`config.mk`:
```
export PLATFORM = sky130hd
export DESIGN_NAME = waveform_column_bar_builder_unit
export DESIGN_NICKNAME = d
export VERILOG_FILES = /design/src/hw/rtl/wcbb_pkg.sv /design/src/hw/rtl/wcbb_datapath.sv /design/src/hw/rtl/wcbb_ctrl.sv /design/src/hw/rtl/waveform_column_bar_builder_unit.sv
export SDC_FILE = /design/constraint.sdc
export NUM_CORES = 2
export LEC_CHECK = 0
export BUFFER_PORTS_ARGS = -buffer_cell sky130_fd_sc_hd__buf_2
export CAP_MARGIN = 25
export CORE_UTILIZATION = 56
export DETAILED_ROUTE_END_ITERATION = 6
export PLACE_DENSITY = 0.73
export SKIP_LAST_GASP = 1
export SYNTH_ARGS = -nofsm -noshare
export SYNTH_HDL_FRONTEND = slang
export SYNTH_SLANG_ARGS = --single-unit
```
`constraint.sdc`:
```
create_clock -name i_clk -period 15.97 [get_ports i_clk]
set_input_delay 0 -clock i_clk [delete_from_list [all_inputs] [get_ports i_clk]]
set_output_delay 0 -clock i_clk [all_outputs]
set_load 0.1 [all_outputs]
```
`src/hw/rtl/wcbb_pkg.sv`:
```
// Shared types, constants and codes for the waveform column bar builder.
package wcbb_pkg;

    localparam int MAX_IMAGE_SIZE = 4096;
    localparam int MAX_CHANNELS   = 8;

    localparam int SAMPLE_W  = 16;
    localparam int MAG_W     = 16;
    localparam int ACC_W     = 35;
    localparam int CNT_W     = 20;
    localparam int COLCNT_W  = 13;
    localparam int CH_W      = 4;
    localparam int FPC_W     = 16;
    localparam int INV_W     = 24;
    localparam int DIM_W     = 13;
    localparam int ROW_W     = 12;
    localparam int LEVEL_W   = 16;
    localparam int CFG_IDX_W = 3;
    localparam int CFG_DATA_W = 24;

    // Accumulator is multiplied in two halves through one 18 x 24 multiplier.
    localparam int ACC_LO_W = 18;
    localparam int ACC_HI_W = ACC_W - ACC_LO_W;
    localparam int MUL_A_W  = ACC_LO_W;
    localparam int MUL_P_W  = MUL_A_W + INV_W;
    localparam int PROD_W   = ACC_W + INV_W;
    localparam int FRAC_W   = 24;
    localparam int SPAN_P_W = LEVEL_W + ROW_W;

    localparam logic [CH_W-1:0]     RST_CHANNELS  = 4'd2;
    localparam logic [FPC_W-1:0]    RST_FPC       = 16'd1;
    localparam logic [INV_W-1:0]    RST_INV_SCALE = 24'd8388608;
    localparam logic [DIM_W-1:0]    RST_HEIGHT    = 13'd256;
    localparam logic [DIM_W-1:0]    RST_WIDTH     = 13'd1024;

    localparam logic [LEVEL_W-1:0]  LEVEL_ONE     = 16'd32768;
    localparam logic [COLCNT_W-1:0] COLCNT_MAX    = 13'd8191;
    localparam logic [DIM_W-1:0]    DIM_MAX       = DIM_W'(MAX_IMAGE_SIZE);
    localparam logic [DIM_W-1:0]    HEIGHT_MIN    = 13'd2;
    localparam logic [CH_W-1:0]     CH_MAX        = CH_W'(MAX_CHANNELS);

    typedef enum logic [CFG_IDX_W-1:0] {
        CFG_CHANNELS      = 3'd0,
        CFG_FRAMES_PER_COL = 3'd1,
        CFG_INVERSE_SCALE = 3'd2,
        CFG_IMAGE_HEIGHT  = 3'd3,
        CFG_IMAGE_WIDTH   = 3'd4
    } t_cfg_idx;

    typedef enum logic [2:0] {
        ST_ACC,
        ST_MUL_LO,
        ST_MUL_HI,
        ST_LEVEL,
        ST_SPAN,
        ST_LOAD
    } t_ctrl_state;

    typedef struct packed {
        logic signed [SAMPLE_W-1:0] sample;
        logic                       end_of_data;
    } t_in_item;

    typedef struct packed {
        logic [ROW_W-1:0]   column;
        logic [LEVEL_W-1:0] level;
        logic [ROW_W-1:0]   bar_top;
        logic [ROW_W-1:0]   bar_bottom;
        logic               bar_present;
    } t_out_item;

    typedef struct packed {
        logic take_sample;
        logic mul_lo;
        logic mul_hi;
        logic calc_level;
        logic calc_span;
        logic load_out;
    } t_dp_cmd;

    typedef struct packed {
        logic col_close;
        logic col_emit;
        logic out_free;
    } t_dp_status;

endpackage

```
`src/hw/rtl/wcbb_datapath.sv`:
```
// Datapath: configuration, sample accumulation, scaling multiplier, bar span, output register.
module wcbb_datapath
    import wcbb_pkg::*;
(
    input  logic                  i_clk,
    input  logic                  i_rst_n,
    input  logic                  i_cfg_we,
    input  logic [CFG_IDX_W-1:0]  i_cfg_idx,
    input  logic [CFG_DATA_W-1:0] i_cfg_data,
    input  t_in_item              i_in_data,
    input  t_dp_cmd               i_cmd,
    output t_dp_status            o_status,
    input  logic                  i_out_stall,
    output logic                  o_out_valid,
    output t_out_item             o_out_data
);

    logic [CH_W-1:0]     r_channels;
    logic [FPC_W-1:0]    r_fpc;
    logic [INV_W-1:0]    r_inv_scale;
    logic [DIM_W-1:0]    r_height;
    logic [DIM_W-1:0]    r_width;

    logic [ACC_W-1:0]    r_acc;
    logic [CNT_W-1:0]    r_cnt;
    logic [COLCNT_W-1:0] r_col_cnt;
    logic                r_finished;

    logic [ACC_W-1:0]    r_acc_snap;
    logic [ROW_W-1:0]    r_col;
    logic [PROD_W-1:0]   r_prod;
    logic [LEVEL_W-1:0]  r_level;
    logic [ROW_W-1:0]    r_t;

    logic                r_out_valid;
    t_out_item           r_out;

    logic [MAG_W-1:0]    w_mag;
    logic [ACC_W-1:0]    n_acc;
    logic [CNT_W-1:0]    n_cnt;
    logic [CH_W-1:0]     w_ch_eff;
    logic [FPC_W-1:0]    w_fpc_eff;
    logic [CNT_W-1:0]    w_col_size;
    logic [DIM_W-1:0]    w_width_eff;
    logic [DIM_W-1:0]    w_h_eff;
    logic [ROW_W-1:0]    w_d;
    logic                w_close;
    logic [MUL_A_W-1:0]  w_mul_a;
    logic [MUL_P_W-1:0]  w_mul_p;
    logic [ACC_W-1:0]    w_q;
    logic [LEVEL_W-1:0]  n_level;
    logic [SPAN_P_W-1:0] w_span_p;
    logic [DIM_W-1:0]    w_top;
    logic [DIM_W-1:0]    w_bot;
    logic                w_present;
    logic                w_out_take;

    // Effective register values after range clamping.
    always_comb begin
        if (r_channels == '0) begin
            w_ch_eff = CH_W'(1);
        end else if (r_channels > CH_MAX) begin
            w_ch_eff = CH_MAX;
        end else begin
            w_ch_eff = r_channels;
        end
        w_fpc_eff   = (r_fpc == '0) ? FPC_W'(1) : r_fpc;
        w_width_eff = (r_width > DIM_MAX) ? DIM_MAX : r_width;
        if (r_height < HEIGHT_MIN) begin
            w_h_eff = HEIGHT_MIN;
        end else if (r_height > DIM_MAX) begin
            w_h_eff = DIM_MAX;
        end else begin
            w_h_eff = r_height;
        end
        w_d        = ROW_W'(w_h_eff - DIM_W'(1));
        w_col_size = CNT_W'(w_ch_eff * w_fpc_eff);
    end

    // Accumulate the magnitude of the incoming sample.
    always_comb begin
        w_mag   = i_in_data.sample[SAMPLE_W-1]
                ? MAG_W'(~i_in_data.sample + SAMPLE_W'(1))
                : MAG_W'(i_in_data.sample);
        n_acc   = r_acc + ACC_W'(w_mag);
        n_cnt   = r_cnt + CNT_W'(1);
        w_close = (n_cnt >= w_col_size) || i_in_data.end_of_data;
    end

    assign o_status.col_close = !r_finished && w_close;
    assign o_status.col_emit  = !r_finished && w_close && (r_col_cnt < w_width_eff);
    assign w_out_take         = r_out_valid && !i_out_stall;
    assign o_status.out_free  = !r_out_valid || !i_out_stall;

    // Shared multiplier: low half of the accumulator, then high half.
    always_comb begin
        w_mul_a = i_cmd.mul_hi ? MUL_A_W'(r_acc_snap[ACC_W-1:ACC_LO_W])
                               : r_acc_snap[ACC_LO_W-1:0];
        w_mul_p = w_mul_a * r_inv_scale;
        w_q     = r_prod[PROD_W-1:FRAC_W];
        n_level = (w_q > ACC_W'(LEVEL_ONE)) ? LEVEL_ONE : w_q[LEVEL_W-1:0];
        w_span_p = r_level * w_d;
        w_top   = ({1'b0, w_d} - {1'b0, r_t} + DIM_W'(1)) >> 1;
        w_bot   = ({1'b0, w_d} + {1'b0, r_t}) >> 1;
        w_present = (w_top <= w_bot);
    end

    always_ff @(posedge i_clk) begin
        if (!i_rst_n) begin
            r_channels  <= RST_CHANNELS;
            r_fpc       <= RST_FPC;
            r_inv_scale <= RST_INV_SCALE;
            r_height    <= RST_HEIGHT;
            r_width     <= RST_WIDTH;
        end else if (i_cfg_we) begin
            case (i_cfg_idx)
                CFG_CHANNELS:       r_channels  <= i_cfg_data[CH_W-1:0];
                CFG_FRAMES_PER_COL: r_fpc       <= i_cfg_data[FPC_W-1:0];
                CFG_INVERSE_SCALE:  r_inv_scale <= i_cfg_data[INV_W-1:0];
                CFG_IMAGE_HEIGHT:   r_height    <= i_cfg_data[DIM_W-1:0];
                CFG_IMAGE_WIDTH:    r_width     <= i_cfg_data[DIM_W-1:0];
                default: ;
            endcase
        end
    end

    always_ff @(posedge i_clk) begin
        if (!i_rst_n) begin
            r_acc      <= '0;
            r_cnt      <= '0;
            r_col_cnt  <= '0;
            r_finished <= 1'b0;
        end else if (i_cmd.take_sample && !r_finished) begin
            if (w_close) begin
                r_acc <= '0;
                r_cnt <= '0;
                if (r_col_cnt != COLCNT_MAX) begin
                    r_col_cnt <= r_col_cnt + COLCNT_W'(1);
                end
            end else begin
                r_acc <= n_acc;
                r_cnt <= n_cnt;
            end
            if (i_in_data.end_of_data) begin
                r_finished <= 1'b1;
            end
        end
    end

    always_ff @(posedge i_clk) begin
        if (i_cmd.take_sample && o_status.col_emit) begin
            r_acc_snap <= n_acc;
            r_col      <= r_col_cnt[ROW_W-1:0];
        end
        if (i_cmd.mul_lo) begin
            r_prod <= PROD_W'(w_mul_p);
        end else if (i_cmd.mul_hi) begin
            r_prod <= r_prod + {w_mul_p[ACC_HI_W+INV_W-1:0], {ACC_LO_W{1'b0}}};
        end
        if (i_cmd.calc_level) begin
            r_level <= n_level;
        end
        if (i_cmd.calc_span) begin
            r_t <= w_span_p[LEVEL_W-2+ROW_W:LEVEL_W-1];
        end
        if (i_cmd.load_out) begin
            r_out.column      <= r_col;
            r_out.level       <= r_level;
            r_out.bar_top     <= w_present ? w_top[ROW_W-1:0] : '0;
            r_out.bar_bottom  <= w_present ? w_bot[ROW_W-1:0] : '0;
            r_out.bar_present <= w_present;
        end
    end

    always_ff @(posedge i_clk) begin
        if (!i_rst_n) begin
            r_out_valid <= 1'b0;
        end else if (i_cmd.load_out) begin
            r_out_valid <= 1'b1;
        end else if (w_out_take) begin
            r_out_valid <= 1'b0;
        end
    end

    assign o_out_valid = r_out_valid;
    assign o_out_data  = r_out;

    a_finished_sticky: assert property (@(posedge i_clk) disable iff (!i_rst_n)
        r_finished |=> r_finished)
        else $error("finished flag cleared without reset");

    a_close_clears_count: assert property (@(posedge i_clk) disable iff (!i_rst_n)
        (i_cmd.take_sample && o_status.col_close) |=> (r_cnt == '0 && r_acc == '0))
        else $error("column close did not clear accumulation");

    a_valid_rises_on_load: assert property (@(posedge i_clk) disable iff (!i_rst_n)
        $rose(r_out_valid) |-> $past(i_cmd.load_out))
        else $error("output valid rose without a load");

    a_valid_falls_on_take: assert property (@(posedge i_clk) disable iff (!i_rst_n)
        $fell(r_out_valid) |-> $past(!i_out_stall))
        else $error("output beat dropped while stalled");

endmodule

```
`src/hw/rtl/wcbb_ctrl.sv`:
```
// Controller: sequences accumulation, the two-pass scale multiply, span and output load.
module wcbb_ctrl
    import wcbb_pkg::*;
(
    input  logic       i_clk,
    input  logic       i_rst_n,
    input  logic       i_in_valid,
    input  t_dp_status i_status,
    output t_dp_cmd    o_cmd,
    output logic       o_in_stall
);

    t_ctrl_state r_state;
    t_ctrl_state n_state;

    always_ff @(posedge i_clk) begin
        if (!i_rst_n) begin
            r_state <= ST_ACC;
        end else begin
            r_state <= n_state;
        end
    end

    always_comb begin
        n_state    = r_state;
        o_cmd      = '0;
        o_in_stall = 1'b1;
        case (r_state)
            ST_ACC: begin
                o_in_stall        = 1'b0;
                o_cmd.take_sample = i_in_valid;
                if (i_in_valid && i_status.col_emit) begin
                    n_state = ST_MUL_LO;
                end
            end
            ST_MUL_LO: begin
                o_cmd.mul_lo = 1'b1;
                n_state      = ST_MUL_HI;
            end
            ST_MUL_HI: begin
                o_cmd.mul_hi = 1'b1;
                n_state      = ST_LEVEL;
            end
            ST_LEVEL: begin
                o_cmd.calc_level = 1'b1;
                n_state          = ST_SPAN;
            end
            ST_SPAN: begin
                o_cmd.calc_span = 1'b1;
                n_state         = ST_LOAD;
            end
            ST_LOAD: begin
                if (i_status.out_free) begin
                    o_cmd.load_out = 1'b1;
                    n_state        = ST_ACC;
                end
            end
            default: begin
                n_state = ST_ACC;
            end
        endcase
    end

    a_load_needs_room: assert property (@(posedge i_clk) disable iff (!i_rst_n)
        o_cmd.load_out |-> i_status.out_free)
        else $error("output register overwritten");

    a_emit_starts_multiply: assert property (@(posedge i_clk) disable iff (!i_rst_n)
        (o_cmd.take_sample && i_status.col_emit) |=> (r_state == ST_MUL_LO))
        else $error("emitting column did not start scaling");

    a_no_take_while_busy: assert property (@(posedge i_clk) disable iff (!i_rst_n)
        (r_state != ST_ACC) |-> !o_cmd.take_sample)
        else $error("sample taken while a column is in flight");

endmodule

```
`src/hw/rtl/waveform_column_bar_builder_unit.sv`:
```
// Top level of the waveform column bar builder: controller plus datapath.
// Throughput: one sample beat per cycle while a column fills; a column that is
//   reported holds off input through the two-pass 18x24 scale multiply, level
//   saturation, span multiply and output load, longer if the output stays stalled.
// The result passes r_acc_snap, r_prod, r_level and r_t to the output register.
// Reset (i_rst_n low, synchronous): registers return to defaults, accumulator,
//   sample count, column counter and end-of-data flag clear, no output valid.
module waveform_column_bar_builder_unit
    import wcbb_pkg::*;
(
    input  logic                  i_clk,
    input  logic                  i_rst_n,
    // Configuration write port
    input  logic                  i_cfg_we,
    input  logic [CFG_IDX_W-1:0]  i_cfg_idx,
    input  logic [CFG_DATA_W-1:0] i_cfg_data,
    // Sample input channel
    input  logic                  i_in_valid,
    output logic                  o_in_stall,
    input  t_in_item              i_in_data,
    // Column result channel
    output logic                  o_out_valid,
    input  logic                  i_out_stall,
    output t_out_item             o_out_data
);

    // Commands from the controller, status back from the datapath.
    t_dp_cmd    w_cmd;
    t_dp_status w_status;

    // Sequence the work: accept samples, then walk a closed column through
    // the scaling steps and park the result in the output register.
    wcbb_ctrl u_ctrl (
        .i_clk      (i_clk),
        .i_rst_n    (i_rst_n),
        .i_in_valid (i_in_valid),
        .i_status   (w_status),
        .o_cmd      (w_cmd),
        .o_in_stall (o_in_stall)
    );

    // Hold configuration, accumulate magnitudes, scale and build the bar.
    // The output register decouples the result beat from new input beats.
    wcbb_datapath u_datapath (
        .i_clk       (i_clk),
        .i_rst_n     (i_rst_n),
        .i_cfg_we    (i_cfg_we),
        .i_cfg_idx   (i_cfg_idx),
        .i_cfg_data  (i_cfg_data),
        .i_in_data   (i_in_data),
        .i_cmd       (w_cmd),
        .o_status    (w_status),
        .i_out_stall (i_out_stall),
        .o_out_valid (o_out_valid),
        .o_out_data  (o_out_data)
    );

endmodule
```
-- Yosys cells after proc, flatten, opt, wreduce, memory -nomap -nowiden
Index checks and enable logic that the tools add are counted.
- word-level logic and storage cells: 105
- output and inout port bits: 55
- bits in registers: 330
- equality and inequality tests: 12
- reduce and logical (&&, ||, !) cells: 25
- add/sub/neg operators: 9
- $mul: 3
- bitwise operators: 1
- mux-type cells: 25
- $lt $le $gt $ge: 8
- operator list (cell ; number):
    $mux W42 ; 2
    $add A59 B59 Y59 ; 1
    $mul A18 B24 Y42 ; 1
    $add A35 B16 Y35 ; 1
    $gt A35 B16 Y1 const B ; 1
    $mux W35 ; 1
    $mux W16 ; 2
    $mul A16 B12 Y27 ; 1
    $add A13 B1 Y13 const B ; 2
    $gt A13 B13 Y1 const B ; 2
    $mux W12 ; 2
    $add A20 B1 Y20 const B ; 1
    $ge A20 B20 Y1 ; 1
    $mul A4 B16 Y20 ; 1
    $mux W20 ; 1
    $mux W18 ; 1
    $pmux W3 S6 ; 1
    $add A16 B2 Y16 const B ; 1
    $logic_not A16 Y1 ; 1
    $not A16 Y16 ; 1
    $reduce_and A2 Y1 ; 7
    $add A12 B12 Y13 ; 1
    $lt A13 B13 Y1 ; 1
    $lt A13 B2 Y1 const B ; 1
    other kinds (20) ; 48

-- Logic depth before layout (Yosys ltp)
- depth in word-level cells: 11
- gate-level depth with buffers: 44
- mapped depth without buffers: 40

-- By module
From an unflattened synthesis, not the netlist that was laid out.
- cells, all modules: 4352
- area, all modules: 38967.4 µm²
- modules (own cells, without submodules) (module ; area each (µm²) ; instances ; cells each):
    wcbb_datapath ; 38785.9 ; 1 ; 4333
    wcbb_ctrl ; 181.4 ; 1 ; 19

-- Least setup slack after synthesis
No wires, ideal clock.
- path kind: register to register
- from: reg u_ctrl.r_state[0]
- to: reg u_datapath.r_prod[56]
- data arrival time: 8.975 ns
- setup time: 0.132 ns
- stages on the path, launching flop included: 44
- setup slack: 6.863 ns
- period minus slack after synthesis: 9.107 ns
- cells stage by stage: dfxtp_1 clkbuf_1 nor2_1 and2_1 clkbuf_1 clkbuf_1 nand2_1 nand2_1 clkbuf_1 nand2_1 fa_1 inv_1 fa_1 inv_1 fa_1 inv_1 fa_1 fa_1 [... 8 more ...] o21ai_1 a21o_1 a21o_1 a21oi_1 nor2b_1 or3_1 and2_1 ha_1 and3_1 nand2_1 nor4_1 a21o_2 o41ai_4 nor4_2 or3_1 xor2_1 nand2_1 a21oi_1
- longest elaborated chain between the ends: 5
- elaborated cells between the ends (all ways): 7
- those cells by class: 1 x add/sub; 1 x mul; 2 x eq/ne; 3 x mux
- RTL lines (item ; line ; source):
    start, declared ; wcbb_ctrl.sv:13 ; t_ctrl_state r_state;
    start signal, assigned ; wcbb_ctrl.sv:20 ; r_state <= n_state;
    $eq A3 B2 Y1 ; wcbb_ctrl.sv:28 ; case (r_state)
    $mux W1 ; wcbb_ctrl.sv:28 ;
    $mux W18 ; wcbb_datapath.sv:97 ; w_mul_a = i_cmd.mul_hi ? MUL_A_W'(r_acc_snap[ACC_W-1:ACC_LO_W])
    $mul A18 B24 Y42 ; wcbb_datapath.sv:99 ; w_mul_p = w_mul_a * r_inv_scale;
    $add A59 B59 Y59 ; wcbb_datapath.sv:158 ; r_prod <= r_prod + {w_mul_p[ACC_HI_W+INV_W-1:0], {ACC_LO_W{1'b0}}};
    end signal, assigned ; wcbb_datapath.sv:156 ; r_prod <= PROD_W'(w_mul_p);
    end signal, assigned ; wcbb_datapath.sv:158 ;
    end, declared ; wcbb_datapath.sv:31 ; logic [PROD_W-1:0] r_prod;
Parallel ways exist; a longest one is shown, timed or not.
A chain may end at the register's enable or synchronous reset.

-- Worst setup path after layout
- from: reg u_ctrl.r_state[2]
- to: reg u_datapath.r_prod[57]
The elaborated chain is that of the path after synthesis.

==> summary.md <==
| Metric | Value |
|---|---|
| Number of routed nets with antenna violations | 0 |
| Sequential share of power | roughly 26% |
| Number of design rule violations left after detail routing | 0 |
| Number of placement rows | 95 |
| Highest-delay cell along the critical path | sky130_fd_sc_hd__nand2_1 |
| Endpoint, Worst Hold | u_datapath.r_inv_scale[4] |
| Sum of net half-perimeters after detailed placement | just over 70 mm |
| Sinks on the clock net | ~310 |
| Worst rel slew slack | about 28% |
| Clock root cell | sky130_fd_sc_hd__clkbuf_16 |
| Num CTS Buffers | 36 |
| Worst Hold Launch | i_cfg_idx[0] |
| Final Skew | approximately 24 ps |
| Seq/Total Area, Yosys | a little over 20% |
| Switching power summed over all nets | around 1700 uW |
| Peak supply drop | between 0.00009 and 0.0001 V |
| Syn. warnings | 0 |
| Initial antenna violation count | 0 |
| Setup TNS | 0 ps |
| Clk_lat worst skew | 580 ps |
| PwrDens | 95.7 mW/mm2 |
| Die outline height | roughly 260 um |
| Total power after layout | roughly 4000 uW |
| Leakage power figure | roughly 0.020 uW |
| Register clock-pin slew on the reported worst setup and hold paths | approximately 60 ps |
| Final min period | about 10,000 ps |
| Share of final-layout standard cells stronger than drive strength 1 | under 10% |
| Maximum number of pins on one net before global-route repair | a little under 100 |
| Largest incremental delay on the critical path | around 700 ps |
| Synth-to-layout area growth | 7.20% |
| Critical path arrival | about 11,000 ps |
| Portion of total power attributed to the clock network | roughly 22% |
| Number of global-route vias before repair | 29,800 |
| Synthesized netlist net count | 5,318 |
| Worst hold-check path type | in2reg |
| Drt pass-1 iters | 6 |
| Worst hold path depth | 5 |
| Fraction of synthesized cell area taken by the top area cell type | a little over a quarter |
| Final global-route overflow total | 0 |
| Initial Utilization | 57.0% |
| Crit path top cell by count | sky130_fd_sc_hd__fa_1 |
| Largest fanout on the critical path | 53 |
| Maximum buffer depth of the clock tree | 3 |
| Vias after detailed routing | 29,300 |
| Slew of the pin with the lowest slew margin | 1070 ps |
| CTS tree | yes |
| Fin cells | around 5,300 |
| Count of max-cap constraint violations | 0 |
| Worst reg2reg startpoint | u_ctrl.r_state[2] |
| Per-instance average area after synthesis | between 8 and 9 um2 |
| Width of the chip | about 260 um |
| Final setup viols | 0 |
| Wire length per cell | around 17 um |
| Period utilisation layout | 62.9% |
| Flops & latches, synth | 312 |
| Number of ports placed on the die boundary | ~100 |
| Detailed router's first-iteration violation count | about 2,000 |
| Post-detailed-route via-to-cell ratio | roughly 5.5 |
| RSZ-0062 raised after global routing | no |
| Nature of the critical path startpoint | flip-flop |
| Synth cell types | 89 |
| Net count reported at finish | approximately 5,300 |
| Number of buffers and inverters on the critical path | 4 |
| Total of buffers placed on input and output ports | 103 |
| Post-synth top area cell | sky130_fd_sc_hd__fa_1 |
| Final RePlAce weighted congestion | 0.914 |
| Cell-internal power | approximately 2300 uW |
| Die area | 0.0700 mm2 |
| Inst Count DP | between 5,000 and 6,000 |
| Final-report max-slew violation count | 0 |
| Post-Syn Instances | 4,399 |
| Flip-flop cell with the highest count after synthesis | sky130_fd_sc_hd__dfxtp_1 |
| Crit path kind | reg2reg |
| Inserted Diodes | 0 |
| Crit path capture type | flip-flop |
| Share of flip-flops with an asynchronous set or reset after synthesis | 0% |
| H-tree depth | 2 |
| Worst flop-to-flop path endpoint | u_datapath.r_prod[57] |
| Status | finished clean |
| Kind of cell adding the most delay to the critical path | adder cells |
| Count of cells along the worst register-to-register path | 36 |
| Placeable core region | just under 0.07 mm2 |
| Number of endpoints with negative hold slack in the final report | 0 |
| Global-route total usage across every layer | roughly 27% |
| Setup bufs post-CTS | 0 |
| Combinational Power Share | between 50% and 60% |
| Leading post-synthesis cells by cell area | sky130_fd_sc_hd__fa_1, sky130_fd_sc_hd__edfxtp_1, sky130_fd_sc_hd__ha_1 |
| Cell area after technology mapping | about 0.039 mm2 |
| Global-route wire length before repair | ~150 mm |
| Fmax | 99.5 MHz |
| Flop-to-flop setup slack | around 5900 ps |
| Switching share of power | a little over two fifths |
| Number of flops mapped to enable cells by yosys | between 150 and 200 |
| Required time at the worst-slack endpoint | 16,480 ps |
| Detailed Route WL | about 92 mm |
power by group through the flow:
| stage | clock network (uW) | logic [uW] | registers (uW) |
|---|---|---|---|
| 2_1_floorplan | 0 | 1580 | 1000 |
| 5_1_grt | 905 | 2360 | 1020 |
| 3_5_place_dp | 0 | 2050 | 1030 |
| 6_report | 859 | 2090 | 1010 |
| 3_3_place_gp | 0 | 2010 | 1030 |
| 4_1_cts | 874 | 2070 | 1010 |
repair_timing:
item | CTS | global route
resized for setup | 0 | 0
hold endpoints to repair | 79 | 0
hold buffers | 29 | 0
routing by layer:
metal	vias to the layer above	track usage, %	wire length [um]
li1	14000	-	-
met3	156	5.03	6370
met2	849	45.0	43400
met5	-	0	0
met1	14300	36.2	39800
met4	0	7.73	2470
flip-flops by register name, indices dropped and copies added (netlist names):
| signal | cells |
|---|---|
| u_ctrl.r_state | 3 |
| u_datapath.o_out_data | 53 |
| u_datapath.o_out_valid | 1 |
| u_datapath.r_acc | 35 |
| u_datapath.r_acc_snap | 35 |
| u_datapath.r_channels | 4 |
| u_datapath.r_cnt | 20 |
| u_datapath.r_col | 12 |
| u_datapath.r_col_cnt | 13 |
| u_datapath.r_finished | 1 |
| u_datapath.r_fpc | 16 |
| u_datapath.r_height | 13 |
| u_datapath.r_inv_scale | 24 |
| u_datapath.r_level | 16 |
| u_datapath.r_prod | 41 |
| u_datapath.r_t | 12 |
| u_datapath.r_width | 13 |
cells by family after synthesis:
logic type / synth area share [%]
AOI/OAI and AO/OA: 9.97
xor gates and xnor gates: 4.24
adders and majority gates: 38.3
buffers and inverters: 8.66
DFF: 20.1
muxes: 0.243
and+or+nand+nor: 18.5
per-stage QoR:
| stage | hold slack (ps) | area, um2 | util [%] | worst slack [ps] |
|---|---|---|---|---|
| 6_report | 41.5 | 41400 | 61.1 | 5920 |
| 5_1_grt | 78.2 | 41400 | 61.1 | 5310 |
| 4_1_cts | 13.0 | 41300 | 60.9 | 6030 |
| 3_5_place_dp | 259 | 39800 | 58.7 | 6090 |
| 3_3_place_gp | 261 | 39800 | 58.7 | 6260 |
| 2_1_floorplan | 124 | 38600 | - | 6860 |
cells in the final DEF (no fill, tap or decap), types with 42 or more instances in the layout:
master,instances
sky130_fd_sc_hd__dfxtp_1,160
sky130_fd_sc_hd__and3_1,42
sky130_fd_sc_hd__inv_1,690
sky130_fd_sc_hd__buf_2,103
sky130_fd_sc_hd__edfxtp_1,152
sky130_fd_sc_hd__a21o_1,77
sky130_fd_sc_hd__nand3_1,65
sky130_fd_sc_hd__ha_1,348
sky130_fd_sc_hd__o21ai_0,98
sky130_fd_sc_hd__fa_1,522
sky130_fd_sc_hd__xor2_1,69
sky130_fd_sc_hd__xnor2_1,118
sky130_fd_sc_hd__nor2_1,147
sky130_fd_sc_hd__nand2_1,789
sky130_fd_sc_hd__and2_1,261
sky130_fd_sc_hd__a21oi_1,252
worst min-delay path, cell delays in order:
cell	delay (ps)
sky130_fd_sc_hd__buf_2	160
sky130_fd_sc_hd__nor2_1	70
sky130_fd_sc_hd__buf_4	200
sky130_fd_sc_hd__nand2_1	90
sky130_fd_sc_hd__a21oi_1	50
final cells by class:
| cell class | count | area (um2) |
|---|---|---|
| multi-input combinational | 3198 | 27600 |
| fill | 5765 | 26300 |
| sequential | 312 | 7770 |
| inverter | 691 | 2600 |
| timing repair buffer | 167 | 1170 |
| tap | 873 | 1090 |
| clock buffer | 46 | 968 |
| clock inverter | 20 | 255 |
worst max path at each step:
stage	from	endpoint	cells after the start
finish	u_ctrl.r_state[2]	u_datapath.r_prod[57]	36
global route	u_ctrl.r_state[2]	u_datapath.r_prod[56]	40
CTS	u_ctrl.r_state[2]	u_datapath.r_prod[56]	40
detailed placement	u_ctrl.r_state[2]	u_datapath.r_prod[57]	36
global placement	u_ctrl.r_state[2]	u_datapath.r_prod[57]	38
floorplan	u_ctrl.r_state[0]	u_datapath.r_prod[56]	43
Yosys cell counts, types with 42 or more instances:
library cell	n
sky130_fd_sc_hd__nand3_1	65
sky130_fd_sc_hd__xor2_1	69
sky130_fd_sc_hd__nor2_1	151
sky130_fd_sc_hd__ha_1	348
sky130_fd_sc_hd__fa_1	522
sky130_fd_sc_hd__a21oi_1	252
sky130_fd_sc_hd__and3_1	42
sky130_fd_sc_hd__edfxtp_1	152
sky130_fd_sc_hd__clkbuf_1	167
sky130_fd_sc_hd__inv_1	690
sky130_fd_sc_hd__and2_1	261
sky130_fd_sc_hd__dfxtp_1	160
sky130_fd_sc_hd__a21o_1	77
sky130_fd_sc_hd__nand2_1	790
sky130_fd_sc_hd__xnor2_1	118
sky130_fd_sc_hd__o21ai_0	98
No activity file was read; power rests on OpenSTA's default activity.
